## config.mk

```make
export PLATFORM = sky130hd
export DESIGN_NAME = k_nearest_insertion_selector_unit
export DESIGN_NICKNAME = d
export VERILOG_FILES = /design/src/rtl/knis_pkg.sv /design/src/rtl/k_nearest_insertion_selector_unit.sv /design/src/rtl/knis_dist_pipe.sv /design/src/rtl/knis_cell.sv
export SDC_FILE = /design/constraint.sdc
export NUM_CORES = 2
export LEC_CHECK = 0
export BUFFER_PORTS_ARGS = -buffer_cell sky130_fd_sc_hd__buf_2
export CORE_UTILIZATION = 65
export DETAILED_ROUTE_END_ITERATION = 10
export PLACE_DENSITY = 0.85
export SYNTH_ARGS = -nofsm -noshare
export SYNTH_HDL_FRONTEND = slang
export SYNTH_SLANG_ARGS = --single-unit
```

## constraint.sdc

```tcl
create_clock -name clk -period 14.81 [get_ports clk]
set_input_delay 4.443 -clock clk [delete_from_list [all_inputs] [get_ports clk]]
set_output_delay 4.443 -clock clk [all_outputs]
set_load 0.1 [all_outputs]
```

## src/rtl/knis_pkg.sv

```systemverilog
// shared constants, codes and types for the k-nearest insertion selector
`default_nettype none

package knis_pkg;

    localparam int MAX_K      = 16;
    localparam int COORD_BITS = 16;
    localparam int IDX_BITS   = 16;
    localparam int DIST_BITS  = 36;
    localparam int RANK_BITS  = 4;
    localparam int COUNT_BITS = 5;
    localparam int SEEN_BITS  = 17;
    localparam int OP_BITS    = 2;
    localparam int SQ_BITS    = 2 * COORD_BITS;

    localparam logic [OP_BITS-1:0] OP_QUERY  = 2'd0;
    localparam logic [OP_BITS-1:0] OP_POINT  = 2'd1;
    localparam logic [OP_BITS-1:0] OP_FINISH = 2'd2;

    localparam logic [COUNT_BITS-1:0] K_RESET = 5'd16;
    localparam logic [COUNT_BITS-1:0] K_MAX   = 5'd16;
    localparam logic [COUNT_BITS-1:0] K_MIN   = 5'd1;

    typedef struct packed {
        logic [IDX_BITS-1:0]  index;
        logic [DIST_BITS-1:0] dist_sq;
    } entry_t;

    typedef struct packed {
        logic clear;
        logic insert;
        logic trunc;
    } cell_cmd_t;

endpackage

`default_nettype wire

```

## src/rtl/k_nearest_insertion_selector_unit.sv

```systemverilog
// top level: k-nearest selector with distance pipeline, insertion chain and result drain
`default_nettype none

// Brute-force k-nearest selector. A query word (operation 0) loads the query point
// and empties the list; each point word (operation 1) gets the next arrival index
// and its exact squared distance, then drops into a chain of 16 cells that keeps
// the k nearest in ascending order (a tie goes ahead of the stored entry); a
// finish word (operation 2) drains the list nearest first, or one word with
// found_count 0 when the list is empty. Query and point words are taken one per
// cycle while in_stall is low: an input register and three pipeline stages
// (difference, square, sum) feed the chain, and every cell of the chain compares
// against the new distance in parallel. A finish word holds off input (in_stall
// high) from the cycle after it reaches the chain until its last result word
// has been loaded into the output register. Points past the 65536th since the
// query are ignored, and operation 3 is ignored. neighbor_count must be written
// through cfg_wr_en/cfg_wr_data only while idle; the block does not enforce this.
// 0 acts as 1 and values above 16 act as 16. Lowering k trims the list at the
// next point or finish word.

module k_nearest_insertion_selector_unit
    import knis_pkg::*;
(
    input  wire logic                         clk,
    input  wire logic                         rst_n,
    // input channel
    input  wire logic                         in_valid,
    output logic                              in_stall,
    input  wire logic [OP_BITS-1:0]           operation,
    input  wire logic signed [COORD_BITS-1:0] coord_x,
    input  wire logic signed [COORD_BITS-1:0] coord_y,
    input  wire logic signed [COORD_BITS-1:0] coord_z,
    // result channel
    output logic                              out_valid,
    input  wire logic                         out_stall,
    output logic [RANK_BITS-1:0]              rank,
    output logic [IDX_BITS-1:0]               point_index,
    output logic [DIST_BITS-1:0]              distance_squared,
    output logic [COUNT_BITS-1:0]             found_count,
    output logic                              last_result,
    // configuration
    input  wire logic                         cfg_wr_en,
    input  wire logic [COUNT_BITS-1:0]        cfg_wr_data
);

    // neighbor count register and its clamped value
    logic [COUNT_BITS-1:0] nc_reg;
    logic [COUNT_BITS-1:0] k_eff;
    logic [MAX_K-1:0]      in_k_vec;

    // pipeline handoff
    logic                  advance;
    logic                  pipe_valid;
    logic [OP_BITS-1:0]    pipe_op;
    logic [DIST_BITS-1:0]  pipe_dist;
    logic                  apply;

    // list bookkeeping
    logic [COUNT_BITS-1:0] fill_reg;
    logic [COUNT_BITS-1:0] fill_next;
    logic [COUNT_BITS-1:0] fill_eff;
    logic [SEEN_BITS-1:0]  seen_reg;
    logic [SEEN_BITS-1:0]  seen_next;
    cell_cmd_t             chain_cmd;
    entry_t                new_entry;

    // chain wiring
    logic [MAX_K-1:0]      valid_vec;
    entry_t                entry_arr [MAX_K];
    logic [MAX_K:0]        ins_chain;

    // result drain
    logic                  emit_busy_reg;
    logic                  emit_busy_next;
    logic [COUNT_BITS-1:0] emit_cnt_reg;
    logic [COUNT_BITS-1:0] emit_cnt_next;
    logic [COUNT_BITS-1:0] emit_cnt_plus;
    logic [COUNT_BITS-1:0] emit_total_reg;
    logic [COUNT_BITS-1:0] emit_total_next;
    logic                  emit_last;
    logic                  emit_fire;
    logic                  out_free;
    logic                  out_valid_reg;
    logic                  out_valid_next;
    entry_t                emit_entry;

    logic [RANK_BITS-1:0]  rank_reg;
    logic [IDX_BITS-1:0]   index_reg;
    logic [DIST_BITS-1:0]  dist_reg;
    logic [COUNT_BITS-1:0] found_reg;
    logic                  last_reg;

    // whole front end freezes while a finish drains the list
    assign advance  = !emit_busy_reg;
    assign in_stall = emit_busy_reg;

    always_comb
    begin
        if (nc_reg == '0)
        begin
            k_eff = K_MIN;
        end
        else if (nc_reg > K_MAX)
        begin
            k_eff = K_MAX;
        end
        else
        begin
            k_eff = nc_reg;
        end
    end

    // thermometer of slots inside k, one bit per cell
    genvar gi;
    generate
        for (gi = 0; gi < MAX_K; gi++)
        begin : g_in_k
            assign in_k_vec[gi] = (COUNT_BITS'(gi) < k_eff);
        end
    endgenerate

    knis_dist_pipe u_dist_pipe (
        .clk       (clk),
        .rst_n     (rst_n),
        .advance   (advance),
        .in_valid  (in_valid),
        .in_op     (operation),
        .in_x      (coord_x),
        .in_y      (coord_y),
        .in_z      (coord_z),
        .out_valid (pipe_valid),
        .out_op    (pipe_op),
        .out_dist  (pipe_dist)
    );

    // list commands at the end of the pipeline
    always_comb
    begin
        apply            = advance && pipe_valid;
        fill_eff         = (fill_reg > k_eff) ? k_eff : fill_reg;
        chain_cmd.clear  = apply && (pipe_op == OP_QUERY);
        // the point counter's top bit marks the cap of 65536 points
        chain_cmd.insert = apply && (pipe_op == OP_POINT) && !seen_reg[SEEN_BITS-1];
        chain_cmd.trunc  = apply && (pipe_op == OP_FINISH);
        new_entry.index  = seen_reg[IDX_BITS-1:0];
        new_entry.dist_sq = pipe_dist;

        fill_next = fill_reg;
        seen_next = seen_reg;
        if (chain_cmd.clear)
        begin
            fill_next = '0;
            seen_next = '0;
        end
        else if (chain_cmd.insert)
        begin
            fill_next = (fill_eff < k_eff) ? (fill_eff + COUNT_BITS'(1)) : fill_eff;
            seen_next = seen_reg + SEEN_BITS'(1);
        end
        else if (chain_cmd.trunc)
        begin
            fill_next = fill_eff;
        end
    end

    // the insertion chain: the insert flag ripples right from the slot that takes the point
    assign ins_chain[0] = 1'b0;

    generate
        for (gi = 0; gi < MAX_K; gi++)
        begin : g_cell
            logic   left_valid;
            entry_t left_entry;

            if (gi == 0)
            begin : g_head
                assign left_valid = 1'b0;
                assign left_entry = '0;
            end
            else
            begin : g_body
                assign left_valid = valid_vec[gi-1];
                assign left_entry = entry_arr[gi-1];
            end

            knis_cell u_cell (
                .clk        (clk),
                .rst_n      (rst_n),
                .cmd        (chain_cmd),
                .in_k       (in_k_vec[gi]),
                .new_entry  (new_entry),
                .left_valid (left_valid),
                .left_entry (left_entry),
                .ins_in     (ins_chain[gi]),
                .valid      (valid_vec[gi]),
                .entry      (entry_arr[gi]),
                .ins_out    (ins_chain[gi+1])
            );
        end
    endgenerate

    // drain: one list entry per free output slot
    always_comb
    begin
        out_free      = !out_valid_reg || !out_stall;
        emit_fire     = emit_busy_reg && out_free;
        emit_cnt_plus = emit_cnt_reg + COUNT_BITS'(1);
        // empty list gives a single word
        emit_last     = (emit_total_reg == '0) || (emit_cnt_plus == emit_total_reg);
        emit_entry    = (emit_total_reg == '0) ? '0 : entry_arr[emit_cnt_reg[RANK_BITS-1:0]];

        emit_busy_next  = emit_busy_reg;
        emit_cnt_next   = emit_cnt_reg;
        emit_total_next = emit_total_reg;
        if (chain_cmd.trunc)
        begin
            emit_busy_next  = 1'b1;
            emit_cnt_next   = '0;
            emit_total_next = fill_eff;
        end
        else if (emit_fire)
        begin
            if (emit_last)
            begin
                emit_busy_next = 1'b0;
            end
            else
            begin
                emit_cnt_next = emit_cnt_plus;
            end
        end

        if (emit_fire)
        begin
            out_valid_next = 1'b1;
        end
        else if (out_stall)
        begin
            out_valid_next = out_valid_reg;
        end
        else
        begin
            out_valid_next = 1'b0;
        end
    end

    always_ff @(posedge clk or negedge rst_n)
    begin
        if (!rst_n)
        begin
            nc_reg         <= K_RESET;
            fill_reg       <= '0;
            seen_reg       <= '0;
            emit_busy_reg  <= 1'b0;
            emit_cnt_reg   <= '0;
            emit_total_reg <= '0;
            out_valid_reg  <= 1'b0;
        end
        else
        begin
            if (cfg_wr_en)
            begin
                nc_reg <= cfg_wr_data;
            end
            fill_reg       <= fill_next;
            seen_reg       <= seen_next;
            emit_busy_reg  <= emit_busy_next;
            emit_cnt_reg   <= emit_cnt_next;
            emit_total_reg <= emit_total_next;
            out_valid_reg  <= out_valid_next;
        end
    end

    // output word register
    always_ff @(posedge clk)
    begin
        if (emit_fire)
        begin
            rank_reg  <= emit_cnt_reg[RANK_BITS-1:0];
            index_reg <= emit_entry.index;
            dist_reg  <= emit_entry.dist_sq;
            found_reg <= emit_total_reg;
            last_reg  <= emit_last;
        end
    end

    assign out_valid        = out_valid_reg;
    assign rank             = rank_reg;
    assign point_index      = index_reg;
    assign distance_squared = dist_reg;
    assign found_count      = found_reg;
    assign last_result      = last_reg;

    // occupied cells always form a prefix of the chain
    a_valid_prefix: assert property (@(posedge clk) disable iff (!rst_n)
        (valid_vec & (valid_vec + {{(MAX_K-1){1'b0}}, 1'b1})) == '0)
        else $error("chain occupancy is not a prefix");

    // fill counter tracks the occupied cells
    a_fill_matches: assert property (@(posedge clk) disable iff (!rst_n)
        $countones(valid_vec) == int'(fill_reg))
        else $error("fill count disagrees with chain");

    // a point always finds a slot while the list is short of k
    a_insert_lands: assert property (@(posedge clk) disable iff (!rst_n)
        (chain_cmd.insert && (fill_eff < k_eff)) |-> ins_chain[MAX_K])
        else $error("point lost while list not full");

    // drain counter stays inside the list
    a_drain_bound: assert property (@(posedge clk) disable iff (!rst_n)
        emit_busy_reg |-> ((emit_cnt_reg < emit_total_reg) ||
                           ((emit_total_reg == '0) && (emit_cnt_reg == '0))))
        else $error("drain counter past list end");

    // the word after a last word never continues the same list
    a_rank_restart: assert property (@(posedge clk) disable iff (!rst_n)
        (out_valid && !out_stall && last_result) |=> (!out_valid || (rank == '0)))
        else $error("result after last word did not restart at rank 0");

endmodule

`default_nettype wire

```

## src/rtl/knis_dist_pipe.sv

```systemverilog
// query register and squared distance pipeline
`default_nettype none

module knis_dist_pipe
    import knis_pkg::*;
(
    input  wire logic                         clk,
    input  wire logic                         rst_n,
    input  wire logic                         advance,
    input  wire logic                         in_valid,
    input  wire logic [OP_BITS-1:0]           in_op,
    input  wire logic signed [COORD_BITS-1:0] in_x,
    input  wire logic signed [COORD_BITS-1:0] in_y,
    input  wire logic signed [COORD_BITS-1:0] in_z,
    output logic                              out_valid,
    output logic [OP_BITS-1:0]                out_op,
    output logic [DIST_BITS-1:0]              out_dist
);

    // input stage
    logic                  s0_valid_reg;
    logic [OP_BITS-1:0]    s0_op_reg;
    logic [COORD_BITS-1:0] s0_x_reg;
    logic [COORD_BITS-1:0] s0_y_reg;
    logic [COORD_BITS-1:0] s0_z_reg;

    logic [COORD_BITS-1:0] qx_reg;
    logic [COORD_BITS-1:0] qy_reg;
    logic [COORD_BITS-1:0] qz_reg;

    // absolute differences
    logic                  s1_valid_reg;
    logic [OP_BITS-1:0]    s1_op_reg;
    logic [COORD_BITS-1:0] s1_dx_reg;
    logic [COORD_BITS-1:0] s1_dy_reg;
    logic [COORD_BITS-1:0] s1_dz_reg;

    // squares
    logic                  s2_valid_reg;
    logic [OP_BITS-1:0]    s2_op_reg;
    logic [SQ_BITS-1:0]    s2_sx_reg;
    logic [SQ_BITS-1:0]    s2_sy_reg;
    logic [SQ_BITS-1:0]    s2_sz_reg;

    // sum
    logic                  s3_valid_reg;
    logic [OP_BITS-1:0]    s3_op_reg;
    logic [DIST_BITS-1:0]  s3_dist_reg;

    logic [COORD_BITS-1:0] dx_next;
    logic [COORD_BITS-1:0] dy_next;
    logic [COORD_BITS-1:0] dz_next;
    logic [DIST_BITS-1:0]  dist_next;
    logic                  load_query;

    // magnitude of a - b always fits in the coordinate width unsigned
    function automatic logic [COORD_BITS-1:0] abs_diff(
        input logic [COORD_BITS-1:0] a,
        input logic [COORD_BITS-1:0] b
    );
        logic [COORD_BITS:0] d;
        logic [COORD_BITS:0] m;
        begin
            d = {a[COORD_BITS-1], a} - {b[COORD_BITS-1], b};
            m = d[COORD_BITS] ? (~d + {{COORD_BITS{1'b0}}, 1'b1}) : d;
            abs_diff = m[COORD_BITS-1:0];
        end
    endfunction

    always_comb
    begin
        dx_next    = abs_diff(s0_x_reg, qx_reg);
        dy_next    = abs_diff(s0_y_reg, qy_reg);
        dz_next    = abs_diff(s0_z_reg, qz_reg);
        dist_next  = DIST_BITS'(s2_sx_reg) + DIST_BITS'(s2_sy_reg) + DIST_BITS'(s2_sz_reg);
        load_query = advance && s0_valid_reg && (s0_op_reg == OP_QUERY);
    end

    always_ff @(posedge clk or negedge rst_n)
    begin
        if (!rst_n)
        begin
            s0_valid_reg <= 1'b0;
            s1_valid_reg <= 1'b0;
            s2_valid_reg <= 1'b0;
            s3_valid_reg <= 1'b0;
            qx_reg       <= '0;
            qy_reg       <= '0;
            qz_reg       <= '0;
        end
        else
        begin
            if (advance)
            begin
                s0_valid_reg <= in_valid;
                s1_valid_reg <= s0_valid_reg;
                s2_valid_reg <= s1_valid_reg;
                s3_valid_reg <= s2_valid_reg;
            end
            if (load_query)
            begin
                qx_reg <= s0_x_reg;
                qy_reg <= s0_y_reg;
                qz_reg <= s0_z_reg;
            end
        end
    end

    always_ff @(posedge clk)
    begin
        if (advance)
        begin
            s0_op_reg   <= in_op;
            s0_x_reg    <= in_x;
            s0_y_reg    <= in_y;
            s0_z_reg    <= in_z;
            s1_op_reg   <= s0_op_reg;
            s1_dx_reg   <= dx_next;
            s1_dy_reg   <= dy_next;
            s1_dz_reg   <= dz_next;
            s2_op_reg   <= s1_op_reg;
            s2_sx_reg   <= s1_dx_reg * s1_dx_reg;
            s2_sy_reg   <= s1_dy_reg * s1_dy_reg;
            s2_sz_reg   <= s1_dz_reg * s1_dz_reg;
            s3_op_reg   <= s2_op_reg;
            s3_dist_reg <= dist_next;
        end
    end

    assign out_valid = s3_valid_reg;
    assign out_op    = s3_op_reg;
    assign out_dist  = s3_dist_reg;

endmodule

`default_nettype wire

```

## src/rtl/knis_cell.sv

```systemverilog
// one slot of the sorted insertion chain
`default_nettype none

module knis_cell
    import knis_pkg::*;
(
    input  wire logic      clk,
    input  wire logic      rst_n,
    input  wire cell_cmd_t cmd,
    input  wire logic      in_k,
    input  wire entry_t    new_entry,
    input  wire logic      left_valid,
    input  wire entry_t    left_entry,
    input  wire logic      ins_in,
    output logic           valid,
    output entry_t         entry,
    output logic           ins_out
);

    logic   valid_reg;
    logic   valid_next;
    entry_t entry_reg;
    entry_t entry_next;
    logic   occ;
    logic   take;

    always_comb
    begin
        // slots past k drop out of the list at the next point or finish
        occ     = valid_reg && in_k;
        // equal distance goes ahead of the stored one
        take    = cmd.insert && (!occ || (new_entry.dist_sq <= entry_reg.dist_sq));
        ins_out = ins_in || take;

        valid_next = valid_reg;
        entry_next = entry_reg;
        if (cmd.clear)
        begin
            valid_next = 1'b0;
        end
        else if (cmd.insert)
        begin
            if (ins_in)
            begin
                valid_next = left_valid && in_k;
                entry_next = left_entry;
            end
            else if (take)
            begin
                valid_next = in_k;
                entry_next = new_entry;
            end
            else
            begin
                valid_next = occ;
            end
        end
        else if (cmd.trunc)
        begin
            valid_next = occ;
        end
    end

    always_ff @(posedge clk or negedge rst_n)
    begin
        if (!rst_n)
        begin
            valid_reg <= 1'b0;
        end
        else
        begin
            valid_reg <= valid_next;
        end
    end

    always_ff @(posedge clk)
    begin
        entry_reg <= entry_next;
    end

    assign valid = valid_reg;
    assign entry = entry_reg;

endmodule

`default_nettype wire

```

==> results.py <==
metrics = {
    "sta": {
        "final_hold_viol_count": 0,
        "drv_slew": 4,
        "rsz0062_at_grt": "false",
        "tightest_slew_ns": 1.54,
        "max_slew_margin": -0.0355,
        "tns_ns": 0,
        "setup_violations": 0,
        "fin_skew_ns": 0.0387,
        "fin_crit_ns": 8.36,
        "max_freq_ghz": 0.120,
        "post-route-period-util": 0.564,
    },
    "worst_hold_path": {
        "min_path_type": "flip-flop to flip-flop",
    },
    "global_route": {
        "first_global_vias": 67623,
        "grt_pass1_wl_microns": 386000,
        "grt_overflow": 0,
        "grt_max_degree": 96,
        "antenna_found_initial": 8,
        "grt_usage": 0.349,
    },
    "finish": {
        "largest_register_ffs": 800,
        "multi_input_area_sq_mm": 0.0516,
        "fillCellCount": 9508,
        "drive_above_1_share": 0.143,
        "nets": 9688,
        "area_growth_pct": 7.16,
        "mostFrequentLayoutCells": "inv_1 (1,235), edfxtp_1 (1,091), ha_1 (967), nand2_1 (605), fa_1 (496)",
        "layout_commonest_cell": "inv_1",
        "regArea_sq_mm": 0.0355,
    },
    "critical_path": {
        "endpoint": "g_cell[15].u_cell.entry[25]$_DFFE_PP_",
        "path_cells": "buf_4 -> ha_1 -> nand4_1 -> nor4_1 -> nand4_1 -> a21oi_1 -> nor3_1 -> a311oi_4 -> buf_4 -> and3_1 -> and3_2 -> clkinv_2 -> nor2_4 -> a21boi_4 -> buf_4 -> mux2_2",
        "max_stage_delay_ns": 1.30,
        "crit_slowest_cell": "nor4_1",
        "rr_startpoint": "u_dist_pipe.out_dist[30]$_DFFE_PN_",
        "r2r_setup_slack_ns": 6.45,
        "cp-start-kind": "flip-flop",
        "end_kind": "flip-flop",
        "crit_type": "flip-flop to flip-flop",
        "crit_required_ns": 15.32,
        "r2r_cells": 16,
        "crit_start": "u_dist_pipe.out_dist[30]$_DFFE_PN_",
        "worstReg2RegEnd": "g_cell[15].u_cell.entry[25]$_DFFE_PP_",
        "cp.arrival_ns": 8.87,
        "crit_fanout": 51,
        "critical_path_cell_count": 16,
        "critPathTopFamily": "simple AND/OR/NAND/NOR gates",
        "cp_num_buf_inv": 4,
        "path_common_cell": "buf_4",
    },
    "place": {
        "place.gp.congestion": 1.05,
        "io_buffers": 121,
        "hpwl_microns": 178000,
    },
    "routing": {
        "routed_via_density": 6.42,
        "firstDrtPassIters": 6,
        "first_iter_violations": 6921,
        "detail-route-antenna-nets": 0,
        "drc_errors": 0,
        "wirelength_microns": 251000,
        "num_vias": 65281,
        "wl_per_cell_microns": 24.7,
    },
    "yosys": {
        "syn_inst": 8135,
        "synthMuxAreaShare": 0.125,
        "ys_warn_count": 0,
        "ys_seq_area_frac": 0.382,
        "synth_compound_area_frac": 0.0849,
        "synthAdderAreaFrac": 0.237,
        "synth_area_per_cell_sq_um": 11.4,
        "synth_top_family_by_area": "adder cells",
        "synthDistinctLibCells": 86,
        "synth_xor_xnor_area_share": 0.0237,
        "synth_top_flop_cell": "edfxtp_1",
        "yosys_register_bits": 1198,
        "async_flop_share": 0.0893,
        "synth-simple-area-share": 0.0841,
        "synth_area_sq_mm": 0.0929,
        "synth_edf_count": 1091,
    },
    "status": {
        "status": "complete, but fails checks",
        "violations": "capacitance limit, slew limit",
    },
    "floorplanning": {
        "fp.dieW_microns": 380,
        "start_util": 0.656,
        "num_io_pins": 124,
        "die_height_microns": 380,
        "core_sq_mm": 0.142,
        "rows": 138,
        "die_area_sq_mm": 0.144,
    },
    "clocking": {
        "cts_inserted_buffers": 133,
        "cts_tree": "done",
        "clk_pin_slew_worst_paths_ns": 0.06,
        "cts_buffer_depth": 3,
        "cts_num_sinks": 1198,
        "post-cts-setup-buffers": 0,
        "cts_hold_buffers": 0,
        "cts_resized": 0,
        "h-tree-depth": 4,
        "root_buffer": "clkbuf_16",
        "clkLatencyLatePin_ns": 0.80,
    },
    "run": {
        "max_cap_violations": 1,
    },
}
==> Yosys cell counts (all sizes together) (8+ instances only) <==
library cell,instances,area [sq um]
nand2b,27,169
fa,496,9930
o41ai,10,95.1
a31oi,35,219
o21a,59,443
nor2b,136,851
o211ai,32,240
o31a,8,70.1
nor2,251,942
a2111oi,10,87.6
xnor2,185,1620
edfxtp,1091,32800
nand2,605,2270
or3,22,138
a211o,11,96.3
nand3,73,365
nand4,120,751
clkbuf,255,958
buf,62,305
xor2,66,578
dfrtp,106,2650
mux2,525,5910
o21ai,461,2310
mux4,250,5630
and2,190,1190
or2,21,131
a21o,211,1580
o21bai,28,210
a211oi,34,255
a21oi,277,1390
inv,1245,4670
and3,21,131
ha,967,12100
nor4,18,119
and4,16,140
a221o,9,90.1
o31ai,27,208
nor3,73,365
==> through the flow <==
stage          area (sq um)  hold WS (ns)  worst slack (ns)  utilization  instances
2_1_floorplan         92900         0.400              4.05            -       8136
3_3_place_gp          95400         0.405              7.23        0.674       9919
3_5_place_dp          95400         0.405              6.91        0.674       9919
4_1_cts               99500         0.409              6.90        0.703      10160
5_1_grt               99500         0.428              6.51        0.703      10161
6_report              99500         0.401              6.45        0.703      10163
==> cells by family (layout without fill, tap and decap cells) <==
kind of cell | after synthesis | in the layout
AOI/OAI and AO/OA | 1276 | 1276
xor gates and xnor gates | 251 | 251
adders and majority gates | 1463 | 1463
buffers and inverters | 1563 | 1698
DFF | 1198 | 1198
muxes | 779 | 779
other | 1 | 4
and+or+nand+nor | 1604 | 1604
==> how the worst min path moves through the flow <==
stage                                         endpoint  slack [ns]                               start  depth (start not counted)
CTS                    u_dist_pipe.out_op[1]$_DFFE_PN_        0.41  u_dist_pipe.s2_op_reg[1]$_DFFE_PN_                          0
detailed placement  u_dist_pipe.s2_op_reg[0]$_DFFE_PN_        0.40  u_dist_pipe.s1_op_reg[0]$_DFFE_PN_                          0
global route           u_dist_pipe.out_op[1]$_DFFE_PN_        0.43  u_dist_pipe.s2_op_reg[1]$_DFFE_PN_                          0
global placement    u_dist_pipe.s2_op_reg[0]$_DFFE_PN_        0.40  u_dist_pipe.s1_op_reg[0]$_DFFE_PN_                          0
floorplan              u_dist_pipe.out_op[0]$_DFFE_PN_        0.40  u_dist_pipe.s2_op_reg[0]$_DFFE_PN_                          0
finish                 u_dist_pipe.out_op[1]$_DFFE_PN_        0.40  u_dist_pipe.s2_op_reg[1]$_DFFE_PN_                          0
==> worst reg2reg max path, stage by stage (launching register included) <==
cell	delay, ns
edfxtp_1	0.37
buf_4	0.27
ha_1	0.39
nand4_1	0.20
nor4_1	1.30
nand4_1	0.25
a21oi_1	0.25
nor3_1	0.10
a311oi_4	0.26
buf_4	0.62
and3_1	0.30
and3_2	0.21
clkinv_2	0.72
nor2_4	0.88
a21boi_4	0.79
buf_4	0.71
mux2_2	0.47
==> per-layer routing <==
metal	routed length, microns	up-vias	GRT usage
met5	30	-	0
met4	17400	4	0.209
met3	27000	900	0.0809
met2	118000	3666	0.568
met1	88200	31981	0.426
li1	-	28730	-
==> layout make-up <==
| cell class | instances | area share |
|---|---|---|
| Antenna cell | 2 | 0.0000503 |
| Clock buffer | 187 | 0.0368 |
| Sequential cell | 1198 | 0.356 |
| Tap cell | 1890 | 0.0238 |
| Inverter | 1246 | 0.0471 |
| Timing Repair Buffer | 211 | 0.0129 |
| Clock inverter | 54 | 0.00450 |
| Multi-Input combinational cell | 5375 | 0.519 |
Power is not shown: default switching activity piles up to over one toggle a cycle in this logic, so the estimate is an artifact.
